$ cat config.mk
export PLATFORM = sky130hd
export DESIGN_NAME = ctbe_ctrl
export DESIGN_NICKNAME = d
export VERILOG_FILES = /design/src/design/cursor_text_buffer_editor_core_defines.svh /design/src/design/ctbe_pkg.sv /design/src/design/ctbe_ctrl.sv
export SDC_FILE = /design/constraint.sdc
export NUM_CORES = 1
export LEC_CHECK = 0
export ABC_AREA = 1
export CORE_UTILIZATION = 40
export DETAILED_ROUTE_END_ITERATION = 8
export DONT_BUFFER_PORTS = 1
export GPL_TIMING_DRIVEN = 0
export PLACE_DENSITY = 0.55
export SYNTH_ARGS = -nofsm -noshare
export SYNTH_HDL_FRONTEND = slang
export SYNTH_SLANG_ARGS = --single-unit
$ cat constraint.sdc
create_clock -name clk -period 1.2 [get_ports clk]
set_input_delay 0.12 -clock clk [delete_from_list [all_inputs] [get_ports clk]]
set_output_delay 0.12 -clock clk [all_outputs]
set_load 0.1 [all_outputs]
$ cat src/design/cursor_text_buffer_editor_core_defines.svh
// Assertion macros for the cursor text buffer editor core.
`ifndef CURSOR_TEXT_BUFFER_EDITOR_CORE_DEFINES_SVH
`define CURSOR_TEXT_BUFFER_EDITOR_CORE_DEFINES_SVH

`ifndef SYNTHESIS
// Same-cycle implication, checked on every clock edge out of reset.
`define CTBE_ASSERT_IMPL(lbl, ante, cons, msg) \
    lbl: assert property (@(posedge clk) disable iff (!rst_n) (ante) |-> (cons)) \
        else $error(msg);
// Next-cycle implication, checked on every clock edge out of reset.
`define CTBE_ASSERT_NEXT(lbl, ante, cons, msg) \
    lbl: assert property (@(posedge clk) disable iff (!rst_n) (ante) |=> (cons)) \
        else $error(msg);
`else
`define CTBE_ASSERT_IMPL(lbl, ante, cons, msg)
`define CTBE_ASSERT_NEXT(lbl, ante, cons, msg)
`endif

`endif

$ cat src/design/ctbe_pkg.sv
// Shared types and constants for the cursor text buffer editor.
package ctbe_pkg;

    localparam int ACTION_W = 3;
    localparam int COUNT_W  = 8;
    localparam int BYTE_W   = 8;
    localparam int PEEK_W   = 10;
    localparam int CURSOR_W = 11;

    localparam logic [BYTE_W-1:0] SPACE_BYTE = 8'h20;

    typedef enum logic [ACTION_W-1:0] {
        ACT_INSERT  = 3'd0,
        ACT_DELETE  = 3'd1,
        ACT_SWAP    = 3'd2,
        ACT_ADVANCE = 3'd3,
        ACT_BACKUP  = 3'd4,
        ACT_READ    = 3'd5
    } action_t;

    // Controller to datapath commands
    typedef struct packed {
        logic load;
        logic clear_wr;
        logic ins_step;
        logic del_step;
        logic move;
        logic swap_chk;
        logic swap_rd;
        logic swap_wr_lo;
        logic swap_wr_hi;
        logic peek_rd;
        logic finish;
    } cmd_t;

    // Datapath to controller status
    typedef struct packed {
        logic clear_last;
        logic ins_done;
        logic del_done;
        logic swap_ok;
    } status_t;

endpackage

$ cat src/design/ctbe_ctrl.sv
// Controller state machine: sequences clear, edit steps and the result transfer.
module ctbe_ctrl (
    input  logic                           clk,
    input  logic                           rst_n,
    input  logic                           in_valid,
    output logic                           in_ready,
    input  logic [ctbe_pkg::ACTION_W-1:0]  action,
    output logic                           out_valid,
    input  logic                           out_ready,
    input  ctbe_pkg::status_t              status,
    output ctbe_pkg::cmd_t                 cmd
);
    import ctbe_pkg::*;

    typedef enum logic [10:0] {
        ST_CLEAR  = 11'b000_0000_0001,
        ST_IDLE   = 11'b000_0000_0010,
        ST_INS    = 11'b000_0000_0100,
        ST_DEL    = 11'b000_0000_1000,
        ST_MOVE   = 11'b000_0001_0000,
        ST_SWAP   = 11'b000_0010_0000,
        ST_SW_RD  = 11'b000_0100_0000,
        ST_SW_WR0 = 11'b000_1000_0000,
        ST_SW_WR1 = 11'b001_0000_0000,
        ST_PEEK   = 11'b010_0000_0000,
        ST_FINISH = 11'b100_0000_0000
    } state_t;

    state_t state_reg, state_next;
    logic   out_valid_reg, out_valid_next;

    assign in_ready  = (state_reg == ST_IDLE);
    assign out_valid = out_valid_reg;

    // Next state and command decode
    always_comb
    begin
        cmd        = '0;
        state_next = state_reg;
        case (state_reg)
            ST_CLEAR:
            begin
                cmd.clear_wr = 1'b1;
                if (status.clear_last)
                begin
                    state_next = ST_IDLE;
                end
            end
            ST_IDLE:
            begin
                if (in_valid)
                begin
                    cmd.load = 1'b1;
                    case (action)
                        ACT_INSERT:              state_next = ST_INS;
                        ACT_DELETE:              state_next = ST_DEL;
                        ACT_SWAP:                state_next = ST_SWAP;
                        ACT_ADVANCE, ACT_BACKUP: state_next = ST_MOVE;
                        ACT_READ:                state_next = ST_PEEK;
                        default:                 state_next = ST_FINISH;
                    endcase
                end
            end
            ST_INS:
            begin
                cmd.ins_step = 1'b1;
                if (status.ins_done)
                begin
                    state_next = ST_FINISH;
                end
            end
            ST_DEL:
            begin
                cmd.del_step = 1'b1;
                if (status.del_done)
                begin
                    state_next = ST_FINISH;
                end
            end
            ST_MOVE:
            begin
                cmd.move   = 1'b1;
                state_next = ST_FINISH;
            end
            ST_SWAP:
            begin
                cmd.swap_chk = 1'b1;
                state_next   = status.swap_ok ? ST_SW_RD : ST_FINISH;
            end
            ST_SW_RD:
            begin
                cmd.swap_rd = 1'b1;
                state_next  = ST_SW_WR0;
            end
            ST_SW_WR0:
            begin
                cmd.swap_wr_lo = 1'b1;
                state_next     = ST_SW_WR1;
            end
            ST_SW_WR1:
            begin
                cmd.swap_wr_hi = 1'b1;
                state_next     = ST_FINISH;
            end
            ST_PEEK:
            begin
                cmd.peek_rd = 1'b1;
                state_next  = ST_FINISH;
            end
            ST_FINISH:
            begin
                // load the output register once it is free
                if (!out_valid_reg || out_ready)
                begin
                    cmd.finish = 1'b1;
                    state_next = ST_IDLE;
                end
            end
            default:
            begin
                state_next = ST_IDLE;
            end
        endcase
    end

    // Output valid flag
    always_comb
    begin
        if (cmd.finish)
        begin
            out_valid_next = 1'b1;
        end
        else if (out_ready)
        begin
            out_valid_next = 1'b0;
        end
        else
        begin
            out_valid_next = out_valid_reg;
        end
    end

    always_ff @(posedge clk or negedge rst_n)
    begin
        if (!rst_n)
        begin
            state_reg     <= ST_CLEAR;
            out_valid_reg <= 1'b0;
        end
        else
        begin
            state_reg     <= state_next;
            out_valid_reg <= out_valid_next;
        end
    end

endmodule

==> results of run 1 <==
-- synth_stat cells --
| cell | n |
|---|---|
| sky130_fd_sc_hd__buf_4 | 1 |
| sky130_fd_sc_hd__dfrtp_1 | 11 |
| sky130_fd_sc_hd__dfstp_2 | 1 |
| sky130_fd_sc_hd__inv_1 | 33 |
| sky130_fd_sc_hd__inv_2 | 1 |
| sky130_fd_sc_hd__nand2_1 | 34 |
| sky130_fd_sc_hd__nand2_2 | 1 |
| sky130_fd_sc_hd__nand2_4 | 2 |
| sky130_fd_sc_hd__nand3_1 | 11 |
| sky130_fd_sc_hd__nand4_1 | 1 |
| sky130_fd_sc_hd__nor2_1 | 24 |
| sky130_fd_sc_hd__nor2_2 | 3 |
| sky130_fd_sc_hd__nor2_8 | 1 |
| sky130_fd_sc_hd__nor3_1 | 6 |
| sky130_fd_sc_hd__nor4_1 | 2 |
| sky130_fd_sc_hd__o21ai_0 | 2 |
| sky130_fd_sc_hd__o21ai_1 | 1 |
| sky130_fd_sc_hd__o21ai_2 | 1 |
-- final cells by class --
type                       count  share of cell area [%]
buffer                         1                    1.42
sequential                    12                    21.7
multi-input combinational     89                    43.2
timing repair buffer          26                    17.9
inverter                      34                    10.9
clock buffer                   4                    2.57
tap                           27                    2.39
-- worst max-delay path, cell delays in order, from the launching register on --
cell and delay [ns]:
sky130_fd_sc_hd__dfrtp_1 0.42, sky130_fd_sc_hd__nor2_4 0.16, sky130_fd_sc_hd__nand2_4 0.09, sky130_fd_sc_hd__nor2_4 0.17
sky130_fd_sc_hd__inv_2 0.07, sky130_fd_sc_hd__nor4_4 0.99
-- per-layer routing --
| layer | vias to the layer above | global-route usage (%) | wire length, um | share of wire [%] |
|---|---|---|---|---|
| met5 | - | 0 | 0 | 0 |
| met4 | 0 | 5.00 | 0 | 0 |
| met3 | 0 | 5.66 | 86 | 3.7 |
| met2 | 18 | 35.4 | 1290 | 55 |
| met1 | 427 | 24.8 | 957 | 41 |
| li1 | 465 | - | - | - |
-- report_power, final --
part	switching [mW]	internal (mW)	leakage, nW
sequential	0.161	0.490	0.156
clock	0.157	0.185	0.0210
combinational	1.73	1.04	0.538
total	2.05	1.71	0.715
-- cell families after synthesis --
logic type | after synthesis | synth area share [%]
buffers and inverters | 35 | 15.9
flip-flops | 12 | 35.5
AND/OR/NAND/NOR | 85 | 45.8
AO/OA/AOI/OAI | 4 | 2.80
-- worst max path at each step --
stage	from	slack (ns)	end	cells after the start
global placement	state_reg[6]	-0.90	cmd[2]	5
global route	state_reg[3]	-1.16	cmd[2]	5
CTS	state_reg[3]	-1.06	cmd[2]	5
detailed placement	state_reg[5]	-0.92	cmd[2]	5
floorplan	state_reg[6]	-0.82	cmd[2]	5
finish	state_reg[3]	-1.09	cmd[2]	5
-- through the flow --
| stage | area, sq um | cells | worst slack, ns | util (%) | hold WS [ns] |
|---|---|---|---|---|---|
| floorplan | 993 | 136 | -0.824 | - | -0.176 |
| global placement | 1030 | 163 | -0.902 | 51.8 | -0.175 |
| detailed placement | 1030 | 163 | -0.916 | 51.8 | -0.175 |
| CTS | 1240 | 185 | -1.06 | 62.7 | 0.00746 |
| global route | 1410 | 193 | -1.16 | 71.3 | 0.0219 |
| finish | 1410 | 193 | -1.09 | 71.3 | 0.00846 |
-- timing repair --
action / 4_1_cts / 5_1_grt
setup buffers: 14 / 7
gates cloned: 0 / 0
pin swaps: 15 / 6
resized for setup: 11 / 29
hold buffers: 4 / 1
endpoints found under the hold margin: 16 / 1
setup endpoints to repair: 19 / 22
==> results_tabular.tex, run 1 <==
\begin{tabular}{lr}
\hline
Metric & Value \\
\hline
\multicolumn{2}{l}{\textbf{Status}} \\
\quad Outcome & finished, violations left \\
\quad Violations in the final reports & setup timing \\
\multicolumn{2}{l}{\textbf{Routing}} \\
\quad ANT nets after route & 0 \\
\quad Post-detailed-route wirelength per cell & roughly 12 um \\
\quad Remaining design rule violation count & 0 \\
\quad DRT iter0 DRCs & 3 \\
\quad Length of the first detailed-routing pass in iterations & 4 \\
\quad Final wirelength & roughly 2.3 mm \\
\quad Number of vias per cell after detailed routing & 4.72 \\
\quad Vias & slightly above 900 \\
\multicolumn{2}{l}{\textbf{Clocking}} \\
\quad Buffer type at the clock tree root & sky130\_fd\_sc\_hd\_\_clkbuf\_4 \\
\quad Clock latency on the worst-skew pair & 0.28 ns \\
\quad Number of buffers on the longest clock path & 2 \\
\quad TritonCTS clock tree & built \\
\quad Clock transition at the register clock pins on the worst setup and hold paths after CTS & about 0.090 ns \\
\quad CTS Sinks & 12 \\
\quad Num CTS Buffers & 3 \\
\quad Htree depth & 1 \\
\multicolumn{2}{l}{\textbf{Global routing}} \\
\quad Vias in the first global route & 788 \\
\quad Residual overflow from global routing & 0 \\
\quad Overall routing resource usage & between 20\% and 30\% \\
\quad Maximum number of pins on one net before global-route repair & 13 \\
\quad Initial antenna violation count & 0 \\
\quad Wire length of the first global-routing pass & around 3.2 mm \\
\multicolumn{2}{l}{\textbf{Power and ir drop}} \\
\quad Power Dens Cells & 2660 nW/um\^{}2 \\
\quad PnR Total Power & around 3.8 mW \\
\quad Worst vdd rail ir drop & between 2000 and 2500 uV \\
\quad Leakage power summed over all cells & between 0.7 and 0.8 nW \\
\multicolumn{2}{l}{\textbf{Final layout}} \\
\quad Layout cells sized above 1 & 47.0\% \\
\quad Layout fillers & 163 \\
\quad Multi-input combinational cell area & slightly above 600 sq um \\
\quad Nets@finish & between 150 and 200 \\
\quad Commonest non-fill, non-tap cells in the layout & sky130\_fd\_sc\_hd\_\_nand2\_1 (24), sky130\_fd\_sc\_hd\_\_inv\_1 (21), sky130\_fd\_sc\_hd\_\_nor2\_1 (14), sky130\_fd\_sc\_hd\_\_buf\_6 (12), sky130\_fd\_sc\_hd\_\_nor2\_4 (10) \\
\quad Most common cell after layout, fill and taps aside & sky130\_fd\_sc\_hd\_\_nand2\_1 \\
\quad Diode count & 0 \\
\quad Largest register FFs & 11 \\
\quad Layout area overhead & 66.4\% \\
\quad Register Area & between 300 and 400 sq um \\
\multicolumn{2}{l}{\textbf{Synthesis}} \\
\quad Share of synthesized area occupied by flip-flops and latches & 35.5\% \\
\quad Syn nets & between 100 and 150 \\
\quad Biggest area contributors in the synthesized netlist & sky130\_fd\_sc\_hd\_\_dfrtp\_1 (32\%), sky130\_fd\_sc\_hd\_\_nand2\_1 (15\%), sky130\_fd\_sc\_hd\_\_inv\_1 (15\%) \\
\quad Synth Cell Area & between 800 and 900 sq um \\
\quad Mean area per synthesized cell & around 6.2 sq um \\
\quad Library cell with the largest summed area after synthesis & sky130\_fd\_sc\_hd\_\_dfrtp\_1 \\
\quad Number of warnings reported in the yosys synthesis log & 0 \\
\quad Flip-flop and latch count after synthesis & 12 \\
\quad Number of cells produced by synthesis & between 100 and 150 \\
\quad Post-synthesis cell type count & 18 \\
\quad Post-synth top area share & 32.4\% \\
\multicolumn{2}{l}{\textbf{Worst setup path}} \\
\quad CP Data Arrival Time & 2.17 ns \\
\quad Worst reg2reg setup slack & -0.50 ns \\
\quad WS Path Type & flop to primary output \\
\quad Element type at the critical path start & flop \\
\quad Required arrival time at the worst endpoint & $\sim$1.1 ns \\
\quad Worst flop-to-flop path endpoint & out\_valid \\
\quad Startpoint of the worst register-to-register path & state\_reg[0] \\
\quad Element type at the critical path end & primary output \\
\quad Maximum fanout encountered on the critical timing path & 4 \\
\quad Worst reg-to-reg path cell count & 12 \\
\multicolumn{2}{l}{\textbf{Placement}} \\
\quad Routability congestion estimate & approximately 0.83 \\
\quad Number of port buffers & 0 \\
\quad Sum of net half-perimeters after detailed placement & 1.50 mm \\
\multicolumn{2}{l}{\textbf{Timing}} \\
\quad Slew Limit Headroom & about 11\% \\
\quad Max Clock Skew & 0.00369 ns \\
\quad Final Hold Violating Endpoints & 0 \\
\quad Slew Limit Fails & 0 \\
\quad Final setup vio count & 23 \\
\quad RSZ-0062 raised after global routing & true \\
\quad Sum of negative setup slack & -12.87 ns \\
\quad Achievable frequency & 436 MHz \\
\quad Final period utilization & 191\% \\
\quad Final setup margin & -1.09 ns \\
\quad Pin slew with the least headroom to its limit & between 1 and 1.5 ns \\
\quad Final Critical Period & around 2.3 ns \\
\multicolumn{2}{l}{\textbf{Die}} \\
\quad Die X-Extent & 48.1 um \\
\quad Number of rows created at floorplan & 16 \\
\quad Total core area & 1980 sq um \\
\quad \# IOs & 24 \\
\quad Die span in y & 48.1 um \\
\quad Die ar. & $\sim$2300 sq um \\
\quad Initial core utilization & between 40\% and 50\% \\
\multicolumn{2}{l}{\textbf{Flow run}} \\
\quad Max-capacitance violation count & 0 \\
\multicolumn{2}{l}{\textbf{Worst hold path}} \\
\quad Hold Crit Depth & 3 \\
\quad Start point of the worst hold path & action[2] \\
\quad Type of the worst min-delay path & input port to flop \\
\quad Capture endpoint of the worst hold path & state\_reg[3] \\
\hline
\end{tabular}
Power figures use the tool's default switching activity.
==> run 2, diff against run 1 <==
--- a/config.mk
+++ b/config.mk
@@ -6,11 +6,11 @@
 export NUM_CORES = 1
 export LEC_CHECK = 0
 export ABC_AREA = 1
+export BUFFER_PORTS_ARGS = -buffer_cell sky130_fd_sc_hd__buf_2
 export CORE_UTILIZATION = 40
 export DETAILED_ROUTE_END_ITERATION = 8
-export DONT_BUFFER_PORTS = 1
 export GPL_TIMING_DRIVEN = 0
-export PLACE_DENSITY = 0.55
+export PLACE_DENSITY = 0.65
 export SYNTH_ARGS = -nofsm -noshare
 export SYNTH_HDL_FRONTEND = slang
 export SYNTH_SLANG_ARGS = --single-unit
==> results_tabular.tex, run 2 (synthesis gave the netlist of run 1 again) <==
\begin{tabular}{lr}
\hline
Metric & Value \\
\hline
\multicolumn{2}{l}{\textbf{Status}} \\
\quad Outcome & finished, violations left (unchanged) \\
\quad Violations in the final reports & setup timing (unchanged) \\
\multicolumn{2}{l}{\textbf{Global routing}} \\
\quad Vias in the first global route & 938 (was 788) \\
\quad Initial antenna violation count & 0 (unchanged) \\
\quad Overall routing resource usage & 24.9\% (was 20.4\%) \\
\quad Wire length of the first global-routing pass & 3.91 mm (was 3.18 mm) \\
\quad Maximum number of pins on one net before global-route repair & 13 (unchanged) \\
\quad Residual overflow from global routing & 0 (unchanged) \\
\multicolumn{2}{l}{\textbf{Worst setup path}} \\
\quad Required arrival time at the worst endpoint & 1.08 ns (about the same) \\
\quad Element type at the critical path end & primary output (unchanged) \\
\quad Maximum fanout encountered on the critical timing path & 5 (was 4) \\
\quad Top cell by count, worst path & sky130\_fd\_sc\_hd\_\_nor2\_4 (unchanged) \\
\quad Element type at the critical path start & flop (unchanged) \\
\quad Critical path's slowest cell & sky130\_fd\_sc\_hd\_\_dfrtp\_2 (was sky130\_fd\_sc\_hd\_\_nor4\_4) \\
\quad Critical path cell sequence & nor2\_4 > nand2\_4 > nor2\_4 > nand2\_2 > clkinvlp\_4 > buf\_12 (was nor2\_4 > nand2\_4 > nor2\_4 > inv\_2 > nor4\_4) \\
\quad Worst path max stage delay & 0.44 ns (was 0.99 ns) \\
\quad WS Path Type & flop to primary output (unchanged) \\
\quad Startpoint of the worst register-to-register path & state\_reg[10] (was state\_reg[0]) \\
\quad CP Data Arrival Time & 1.61 ns (was 2.17 ns) \\
\quad Worst flop-to-flop path endpoint & state\_reg[1] (was out\_valid) \\
\quad Worst reg2reg setup slack & -0.42 ns (was -0.50 ns) \\
\quad Worst reg-to-reg path cell count & 11 (was 12) \\
\multicolumn{2}{l}{\textbf{Timing}} \\
\quad Final Critical Period & 1.73 ns (was 2.29 ns) \\
\quad Final setup margin & -0.528 ns (was -1.09 ns) \\
\quad Pin slew with the least headroom to its limit & 0.289 ns (was 1.32 ns) \\
\quad Slew Limit Headroom & 80.8\% (was 11.2\%) \\
\quad Max Clock Skew & 0.00455 ns (was 0.00369 ns) \\
\quad Final setup vio count & 22 (was 23) \\
\quad Slew Limit Fails & 0 (unchanged) \\
\quad Achievable frequency & 579 MHz (was 436 MHz) \\
\quad Final period utilization & 144\% (was 191\%) \\
\quad RSZ-0062 raised after global routing & true (unchanged) \\
\quad Final Hold Violating Endpoints & 0 (unchanged) \\
\multicolumn{2}{l}{\textbf{Clocking}} \\
\quad CTS Sinks & 12 (unchanged) \\
\quad Num CTS Buffers & 3 (unchanged) \\
\quad Clock transition at the register clock pins on the worst setup and hold paths after CTS & 0.08 ns (was 0.09 ns) \\
\quad Buffer type at the clock tree root & sky130\_fd\_sc\_hd\_\_clkbuf\_4 (unchanged) \\
\quad Clock latency on the worst-skew pair & 0.29 ns (was 0.28 ns) \\
\quad Number of buffers on the longest clock path & 2 (unchanged) \\
\quad Htree depth & 1 (unchanged) \\
\quad TritonCTS clock tree & built (unchanged) \\
\multicolumn{2}{l}{\textbf{Final layout}} \\
\quad Most common cell after layout, fill and taps aside & sky130\_fd\_sc\_hd\_\_nand2\_1 (unchanged) \\
\quad Largest register FFs & 11 (unchanged) \\
\quad Final instance count without filler cells & 212 (was 193) \\
\quad Register Area & 308 sq um (was 307 sq um) \\
\quad Layout fillers & 103 (was 163) \\
\quad Diode count & 0 (unchanged) \\
\quad Utilization of the core after routing & 84.0\% (was 71.3\%) \\
\quad Layout area overhead & 96.0\% (was 66.4\%) \\
\quad Multi-input combinational cell area & 654 sq um (was 611 sq um) \\
\quad Area of all placed cells without fillers & 1670 sq um (was 1410 sq um) \\
\quad Nets@finish & 197 (was 178) \\
\quad Commonest non-fill, non-tap cells in the layout & sky130\_fd\_sc\_hd\_\_nand2\_1 (24), sky130\_fd\_sc\_hd\_\_inv\_1 (20), sky130\_fd\_sc\_hd\_\_buf\_4 (14), sky130\_fd\_sc\_hd\_\_buf\_6 (11) (was sky130\_fd\_sc\_hd\_\_nand2\_1 (24), sky130\_fd\_sc\_hd\_\_inv\_1 (21), sky130\_fd\_sc\_hd\_\_nor2\_1 (14), sky130\_fd\_sc\_hd\_\_buf\_6 (12), sky130\_fd\_sc\_hd\_\_nor2\_4 (10)) \\
\quad Layout cells sized above 1 & 60.0\% (was 47.0\%) \\
\multicolumn{2}{l}{\textbf{Routing}} \\
\quad DRT iter0 DRCs & 38 (was 3) \\
\quad Vias & 1047 (was 910) \\
\quad ANT nets after route & 0 (unchanged) \\
\quad Remaining design rule violation count & 0 (unchanged) \\
\quad Post-detailed-route wirelength per cell & 12.6 um (was 12.1 um) \\
\quad Final wirelength & 2.66 mm (was 2.33 mm) \\
\quad Length of the first detailed-routing pass in iterations & 4 (unchanged) \\
\quad Number of vias per cell after detailed routing & 4.94 (was 4.72) \\
\multicolumn{2}{l}{\textbf{Flow run}} \\
\quad Max-capacitance violation count & 0 (unchanged) \\
\multicolumn{2}{l}{\textbf{Die}} \\
\quad \# IOs & 24 (unchanged) \\
\quad Die X-Extent & 48.1 um (unchanged) \\
\quad Number of rows created at floorplan & 16 (unchanged) \\
\quad Die ar. & 2310 sq um (unchanged) \\
\quad Die span in y & 48.1 um (unchanged) \\
\quad Initial core utilization & 42.9\% (unchanged) \\
\quad Total core area & 1980 sq um (unchanged) \\
\multicolumn{2}{l}{\textbf{Worst hold path}} \\
\quad Type of the worst min-delay path & input port to flop (unchanged) \\
\quad Start point of the worst hold path & out\_ready (was action[2]) \\
\quad Capture endpoint of the worst hold path & out\_valid (was state\_reg[3]) \\
\quad Hold Crit Depth & 2 (was 3) \\
\multicolumn{2}{l}{\textbf{Placement}} \\
\quad Routability congestion estimate & 0.789 (was 0.834) \\
\quad Dpl cell area & 1140 sq um (was 1030 sq um) \\
\quad Number of placed cells counting well taps & 186 (was 163) \\
\quad Number of port buffers & 23 (was 0) \\
\quad Sum of net half-perimeters after detailed placement & 1.61 mm (was 1.50 mm) \\
\multicolumn{2}{l}{\textbf{Power and ir drop}} \\
\quad Leakage power summed over all cells & 0.822 nW (was 0.715 nW) \\
\quad Power Dens Cells & 2350 nW/um\^{}2 (was 2660 nW/um\^{}2) \\
\quad Worst vdd rail ir drop & 2270 uV (was 2210 uV) \\
\hline
\end{tabular}
## run 2: cell types whose count changed in the layout (fill, tap and decap cells not counted), moves of 4 or more
cell,change
sky130_fd_sc_hd__buf_4,+5
sky130_fd_sc_hd__buf_2,+10
sky130_fd_sc_hd__dlygate4sd3_1,-4
sky130_fd_sc_hd__buf_12,+9
sky130_fd_sc_hd__nor2_2,+5
sky130_fd_sc_hd__nor3_2,+4
sky130_fd_sc_hd__nor3_1,-4
sky130_fd_sc_hd__nor2_1,-4
## run 2: power by group
group          total (mW)  switching [mW]  internal (mW)
Clock               0.287           0.157          0.129
Combinational        3.06            1.91           1.15
Sequential          0.566          0.0761          0.490
## run 2: critical path, delay by kind of cell (launching register included)
kind / cells / cell delay, ns
buffers and inverters: 2 / 0.26
and+or+nand+nor: 4 / 0.62
DFF: 1 / 0.44
## run 2: layer usage
metal | up-vias | wire, um | track usage, %
met5 | - | 0 | 0
met4 | 0 | 78 | 11.1
met3 | 10 | 92 | 5.28
met2 | 30 | 1450 | 44.6
met1 | 501 | 1040 | 28.0
li1 | 506 | - | -
## run 2: through the flow
| stage | power (mW) | hold slack [ns] | setup WS, ns | TNS [ns] |
|---|---|---|---|---|
| floorplan | 2.28 | -0.176 | -0.824 | -5.70 |
| global placement | 2.53 | 0.0138 | -0.493 | -7.06 |
| detailed placement | 2.56 | 0.0161 | -0.532 | -7.49 |
| CTS | 3.57 | 0.0393 | -0.505 | -8.13 |
| global route | 4.09 | 0.0618 | -0.606 | -10.13 |
| finish | 3.91 | 0.0352 | -0.528 | -8.81 |
## run 2: area by class of cell
| cell class | instances | area share, % |
|---|---|---|
| clock buffer | 4 | 1.58 |
| inverter | 34 | 9.24 |
| tap | 27 | 2.03 |
| sequential | 12 | 18.5 |
| timing repair buffer | 45 | 28.7 |
| multi-input combinational | 89 | 39.3 |
| buffer | 1 | 0.676 |
## run 2: how the worst max path moves through the flow
stage / from / end / slack [ns] / cells after the start
2_1_floorplan: state_reg[6] / cmd[2] / -0.82 / 5
3_3_place_gp: state_reg[5] / cmd[2] / -0.49 / 6
3_5_place_dp: state_reg[5] / cmd[2] / -0.53 / 6
4_1_cts: state_reg[3] / cmd[2] / -0.51 / 6
5_1_grt: state_reg[5] / cmd[0] / -0.61 / 7
6_report: state_reg[10] / cmd[5] / -0.53 / 6
## run 2: timing repair
| item | in CTS | in global routing |
|---|---|---|
| resized for setup | 66 | 25 |
| setup buffers | 16 | 5 |
| setup endpoints to repair | 22 | 23 |
| pin swaps | 16 | 8 |
| endpoints found under the hold margin | 12 | 0 |
| hold buffers | 1 | 0 |
